<file path="src/hw/rtl/sjrq_pkg.sv">
// ----------------------------------------------------------------------------
// sjrq_pkg
// types and codes of the shortest-job ready queue
// ----------------------------------------------------------------------------
package sjrq_pkg;

	localparam int unsigned KEY_W = 16;
	localparam int unsigned ID_W  = 16;
	localparam int unsigned OCC_W = 5;

	typedef enum logic [0:0] {
		OP_INSERT = 1'b0,
		OP_REMOVE = 1'b1
	} sjrq_op_t;

	typedef enum logic [1:0] {
		ST_INSERTED = 2'd0,
		ST_REMOVED  = 2'd1,
		ST_FULL     = 2'd2,
		ST_EMPTY    = 2'd3
	} sjrq_status_t;

	typedef struct packed {
		sjrq_op_t           func;
		logic [KEY_W-1:0]   burst_time;
		logic [ID_W-1:0]    job_id;
	} sjrq_req_t;

	typedef struct packed {
		sjrq_status_t       status;
		logic [KEY_W-1:0]   out_burst_time;
		logic [ID_W-1:0]    out_job_id;
		logic [OCC_W-1:0]   occupancy;
	} sjrq_rsp_t;

	// one stored job
	typedef struct packed {
		logic [KEY_W-1:0]   key;
		logic [ID_W-1:0]    id;
	} sjrq_entry_t;

	// broadcast from the control to every cell
	typedef struct packed {
		logic               ins;
		logic               rem;
		sjrq_entry_t        job;
	} sjrq_ctl_t;

endpackage

</file>
<file path="src/hw/rtl/sjrq_cell.sv">
// ----------------------------------------------------------------------------
// sjrq_cell
// one slot of the sorted array: compares the new key, shifts with neighbors
// ----------------------------------------------------------------------------
module sjrq_cell
	import sjrq_pkg::*;
(
	input  logic        clk,
	input  sjrq_ctl_t   ctl,
	input  logic        occupied,
	input  logic        prev_less,
	input  sjrq_entry_t prev_entry,
	input  sjrq_entry_t next_entry,
	output sjrq_entry_t entry,
	output logic        less
);

	sjrq_entry_t entry_q;

	assign entry = entry_q;
	// stays in place on insert when its key is smaller than the new one
	assign less  = occupied && (entry_q.key < ctl.job.key);

	always_ff @(posedge clk) begin
		if (ctl.ins) begin
			if (!less) begin
				// first slot at or above the new key takes it, later ones shift down
				entry_q <= prev_less ? ctl.job : prev_entry;
			end
		end else if (ctl.rem) begin
			entry_q <= next_entry;
		end
	end

endmodule

</file>
<file path="src/hw/rtl/shortest_job_ready_queue.sv">
// ----------------------------------------------------------------------------
// shortest_job_ready_queue
// bounded ready queue sorted by burst time, built as a row of slot cells
// ----------------------------------------------------------------------------
//  channel | signals                    | direction | payload
//  req     | req_valid, req_ready, req  | in        | func, burst_time, job_id
//  rsp     | rsp_valid, rsp_ready, rsp  | out       | status, burst time, id, occupancy
//
//  every cell compares the new key in parallel, so a transaction needs no serial search
//  and one request is taken per cycle while the response register is free or draining
//  response is registered and valid in the cycle after the request transaction
//  a stalled response holds req_ready low; no clearing pass after reset
// ----------------------------------------------------------------------------
module shortest_job_ready_queue
	import sjrq_pkg::*;
#(
	parameter int unsigned QUEUE_DEPTH = 16
) (
	input  logic      clk,
	input  logic      arst_n,
	input  logic      req_valid,
	output logic      req_ready,
	input  sjrq_req_t req,
	output logic      rsp_valid,
	input  logic      rsp_ready,
	output sjrq_rsp_t rsp
);

	localparam int unsigned CNT_W = $clog2(QUEUE_DEPTH + 1);

	logic [CNT_W-1:0]         cnt_q;
	logic [CNT_W-1:0]         cnt_nxt;
	logic                     rsp_valid_q;
	sjrq_rsp_t                rsp_q;
	sjrq_rsp_t                rsp_nxt;
	sjrq_ctl_t                ctl;
	sjrq_entry_t              entry [QUEUE_DEPTH];
	logic [QUEUE_DEPTH-1:0]   less;
	logic [QUEUE_DEPTH-1:0]   occupied;
	logic                     accept;
	logic                     full;
	logic                     empty;

	assign req_ready = !rsp_valid_q || rsp_ready;
	assign accept    = req_valid && req_ready;
	assign full      = (cnt_q == CNT_W'(QUEUE_DEPTH));
	assign empty     = (cnt_q == '0);

	always_comb begin
		ctl.ins    = accept && (req.func == OP_INSERT) && !full;
		ctl.rem    = accept && (req.func == OP_REMOVE) && !empty;
		ctl.job.key = req.burst_time;
		ctl.job.id  = req.job_id;
	end

	always_comb begin
		cnt_nxt = cnt_q;
		if (ctl.ins) begin
			cnt_nxt = cnt_q + CNT_W'(1);
		end else if (ctl.rem) begin
			cnt_nxt = cnt_q - CNT_W'(1);
		end
	end

	always_comb begin
		rsp_nxt.out_burst_time = '0;
		rsp_nxt.out_job_id     = '0;
		rsp_nxt.occupancy      = OCC_W'(cnt_nxt);
		if (req.func == OP_INSERT) begin
			rsp_nxt.status = full ? ST_FULL : ST_INSERTED;
		end else if (empty) begin
			rsp_nxt.status = ST_EMPTY;
		end else begin
			rsp_nxt.status         = ST_REMOVED;
			rsp_nxt.out_burst_time = entry[0].key;
			rsp_nxt.out_job_id     = entry[0].id;
		end
	end

	for (genvar i = 0; i < QUEUE_DEPTH; i++) begin : g_cell
		logic        prev_less;
		sjrq_entry_t prev_entry;
		sjrq_entry_t next_entry;

		assign occupied[i] = (cnt_q > CNT_W'(i));

		if (i == 0) begin : g_head
			assign prev_less  = 1'b1;
			assign prev_entry = entry[i];
		end else begin : g_body
			assign prev_less  = less[i-1];
			assign prev_entry = entry[i-1];
		end

		if (i == QUEUE_DEPTH - 1) begin : g_tail
			assign next_entry = entry[i];
		end else begin : g_inner
			assign next_entry = entry[i+1];
		end

		sjrq_cell u_cell (
			.clk        (clk),
			.ctl        (ctl),
			.occupied   (occupied[i]),
			.prev_less  (prev_less),
			.prev_entry (prev_entry),
			.next_entry (next_entry),
			.entry      (entry[i]),
			.less       (less[i])
		);
	end

	always_ff @(posedge clk or negedge arst_n) begin
		if (!arst_n) begin
			cnt_q       <= '0;
			rsp_valid_q <= 1'b0;
		end else begin
			cnt_q <= cnt_nxt;
			if (accept) begin
				rsp_valid_q <= 1'b1;
			end else if (rsp_ready) begin
				rsp_valid_q <= 1'b0;
			end
		end
	end

	always_ff @(posedge clk) begin
		if (accept) begin
			rsp_q <= rsp_nxt;
		end
	end

	assign rsp_valid = rsp_valid_q;
	assign rsp       = rsp_q;

endmodule

</file>
<file path="config.mk">
export PLATFORM = sky130hd
export DESIGN_NAME = shortest_job_ready_queue
export DESIGN_NICKNAME = d
export VERILOG_FILES = /design/src/hw/rtl/sjrq_pkg.sv /design/src/hw/rtl/sjrq_cell.sv /design/src/hw/rtl/shortest_job_ready_queue.sv
export SDC_FILE = /design/constraint.sdc
export NUM_CORES = 2
export LEC_CHECK = 0
export ABC_AREA = 1
export CORE_ASPECT_RATIO = 0.8
export CORE_MARGIN = 2
export CORE_UTILIZATION = 55
export DETAILED_ROUTE_END_ITERATION = 7
export DONT_BUFFER_PORTS = 1
export GPL_ROUTABILITY_DRIVEN = 0
export MAX_ROUTING_LAYER = met4
export PLACE_DENSITY = 0.7
export SLEW_MARGIN = 20
export SYNTH_ARGS = -nofsm -noshare
export SYNTH_HDL_FRONTEND = slang
export SYNTH_SLANG_ARGS = --single-unit
</file>
<file path="constraint.sdc">
create_clock -name clk -period 3.6 [get_ports clk]
set_clock_uncertainty 0.1 [all_clocks]
set_input_delay 0.54 -clock clk [delete_from_list [all_inputs] [get_ports clk]]
set_output_delay 0.54 -clock clk [all_outputs]
set_load 0.05 [all_outputs]
</file>
==> metrics <==
Ant. Diodes=0; Arr. time, crit path=3.51 ns; number of port buffers=0; grt ovf=0; Inserted Clock Buffers=59; post-synthesis sequential area ratio=0.478; Mean Syn Cell Area=7.65 µm²; Clock Pin Slew Worst Setup and Hold Paths=0.06 ns; startpoint types=register; Die ar.=65500 µm²; Total Neg Setup Slack=0 ns; outcome=finished clean; clock latency on the worst-skew pair=0.66 ns; global-route wire length before repair=138 mm; WS Path Type=register to register; CTS H-Tree Depth=2; MaxCap Viol Count=0; Vias per Instance=5.06; total track usage=0.267; Crit Path Max Fanout=70; Crit. End Element=register; via count of the first global-routing pass=25831; Gate Count Post-Synth=4564; Leakage=21.2 nW; Final ANT Viol Nets=0; Die X-Extent=286 µm; Non-Filler Instances=5414; Post-Route WL=84.3 mm; Core ar.=62700 µm²; Layout Area Growth over Synthesis=7.53%; number of library cell types mapped by synthesis=35; placed cell count=5297; share of layout cells above drive strength 1=0.0490; yosys warns=0; CP required=4.01 ns; Worst Hold Path Cells=2; number of synthesized register bits=557; post-CTS setup buffers=0; site row count=82; Final Max Tran Viols=0; Iter 0 DRT Violations=2794; initial antenna violation count=0; Hold WS=0.0312 ns; commonest non-fill, non-tap cell in the layout=nand2_1; Max Clk Rate=322 MHz; Post-DP HPWL=60.4 mm; most frequent cells in the layout=2598 x nand2_1, 551 x edfxtp_1, 541 x inv_1; initial core utilization=0.557; VDD IR max=452 µV; clk sinks=557; detailed-route DRC error count=0; Final Critical Period=3.10 ns; worst reg2reg path depth=12; max_slew headroom=0.308; Mapped Area=34900 µm²; drt wl/cell=15.6 µm; Die H=229 µm; largest net degree at the start of global routing=194; Final setup viols=0; Syn Nets=4846; crit share post-route=0.862; Tot Pwr=23.6 mW; TritonCTS clock tree=done; worst slew pin tran=1.04 ns; nets@finish=4810; final-report hold violation count=0; Setup WS post-layout=0.496 ns; PwrDens=629 nW/µm²; hold crit path type=input pin to register; clock buffer depth=3; unrepaired setup endpoints after global routing=no; Initial DRT Pass Iterations=6; DR vias=27399; io pins=78; Root Buffer=clkbuf_16; worst slack, placed=0.277 ns
==> layer usage <==
layer | global-route usage | up-vias | part of all wire
li1 | - | 14079 | -
met1 | 0.405 | 12288 | 0.50
met2 | 0.377 | 923 | 0.41
met3 | 0.0398 | 109 | 0.077
met4 | 0.0558 | 0 | 0.018
met5 | - | - | 0
==> path summary, 6_finish.rpt <==
check                                                           from                                    end  slack (ns)
worst max-delay path                              cnt_q[0]$_DFF_PN0_  g_cell[12].u_cell.entry[17]$_DFFE_PP_        0.50
worst min-delay path                                          req[0]   g_cell[15].u_cell.entry[0]$_DFFE_PP_        0.03
worst max register to register                    cnt_q[0]$_DFF_PN0_  g_cell[12].u_cell.entry[17]$_DFFE_PP_        0.50
worst min register to register  g_cell[15].u_cell.entry[0]$_DFFE_PP_   g_cell[14].u_cell.entry[0]$_DFFE_PP_        0.40
max in group asynchronous                                     arst_n                     cnt_q[0]$_DFF_PN0_        3.06
min in group asynchronous                                     arst_n                     cnt_q[3]$_DFF_PN0_        0.10
==> logic make-up (layout without fill, tap and decap cells) <==
group | count (synthesis) | after routing | synth area share
flip-flops | 557 | 557 | 0.478
AND/OR/NAND/NOR | 2835 | 2835 | 0.314
adder cells (fa/ha/maj) | 245 | 245 | 0.0879
XOR/XNOR | 3 | 3 | 0.000753
AO/OA/AOI/OAI | 186 | 186 | 0.0282
buffers and inverters | 738 | 748 | 0.0903
==> power breakdown <==
group	leakage, nW	switching [mW]	internal, mW
sequential	5.29	0.978	9.07
clock	0.884	2.67	3.32
combinational	15.0	5.21	2.36
==> what timing repair did <==
| action | CTS | global route |
|---|---|---|
| hold buffers | 10 | 0 |
| hold endpoints to repair | 15 | 0 |
| resized for setup | 0 | 0 |
| endpoints found under the setup margin | 0 | 0 |
==> final cells by class <==
cell class,count,area (µm²)
inverter,549,2070
timing repair buffer,92,791
tap,840,1050
fill,5674,25200
clock inverter,25,278
multi-input combinational,3269,15100
sequential,557,16700
clock buffer,82,1560
==> state kept, by name, indices dropped and copies added, names as in the netlist <==
name / flops
cnt_q: 5
g_cell.u_cell.entry: 512
rsp: 39
rsp_valid: 1
==> per-stage QoR <==
stage | instance area (µm²) | utilization
global placement | 35600 | 0.568
CTS | 37500 | 0.599
floorplan | 34900 | -
detailed placement | 35600 | 0.568
global route | 37500 | 0.599
finish | 37500 | 0.599
==> synthesized netlist by cell type <==
cell type  count  area [µm²]
o21ai_1       13        65.1
o21ai_0       57         285
nand2_2       42         263
a21boi_0       1        7.51
o22ai_1        1        6.26
nor2_1        99         372
ha_1         245        3070
nor2_2         1        6.26
o211ai_1       2        15.0
or2_2          1        6.26
xor2_1         3        26.3
nand2_4       11         124
inv_2          5        18.8
buf_4         61         458
nor3_2         1        10.0
nor4_1         4        25.0
a21oi_1       94         470
nor3_1        12        60.1
nand4_1        9        56.3
a21o_1         3        22.5
nor3_4         1        16.3
buf_6          8        90.1
nand2_1     2604        9770
a211oi_1       2        15.0
o21bai_1       1        7.51
nand3b_1       3        22.5
edfxtp_1     551       16500
inv_1        543        2040
inv_4          1        6.26
clkbuf_1      29         109
o21a_1        12        90.1
nand3_1       47         235
buf_1         20        75.1
buf_2         71         355
dfrtp_1        6         150
==> critical path, cell delays in order, from the launching register on <==
cell	delay [ns]
dfrtp_1	0.47
inv_1	0.18
ha_1	0.18
inv_1	0.06
nor3_2	0.18
nand2_1	0.08
nand2_1	0.07
inv_2	0.07
nand2_8	0.13
buf_4	0.44
buf_4	0.69
nand2_1	0.16
nand2_1	0.10
No activity file was read; power rests on OpenSTA's default activity.
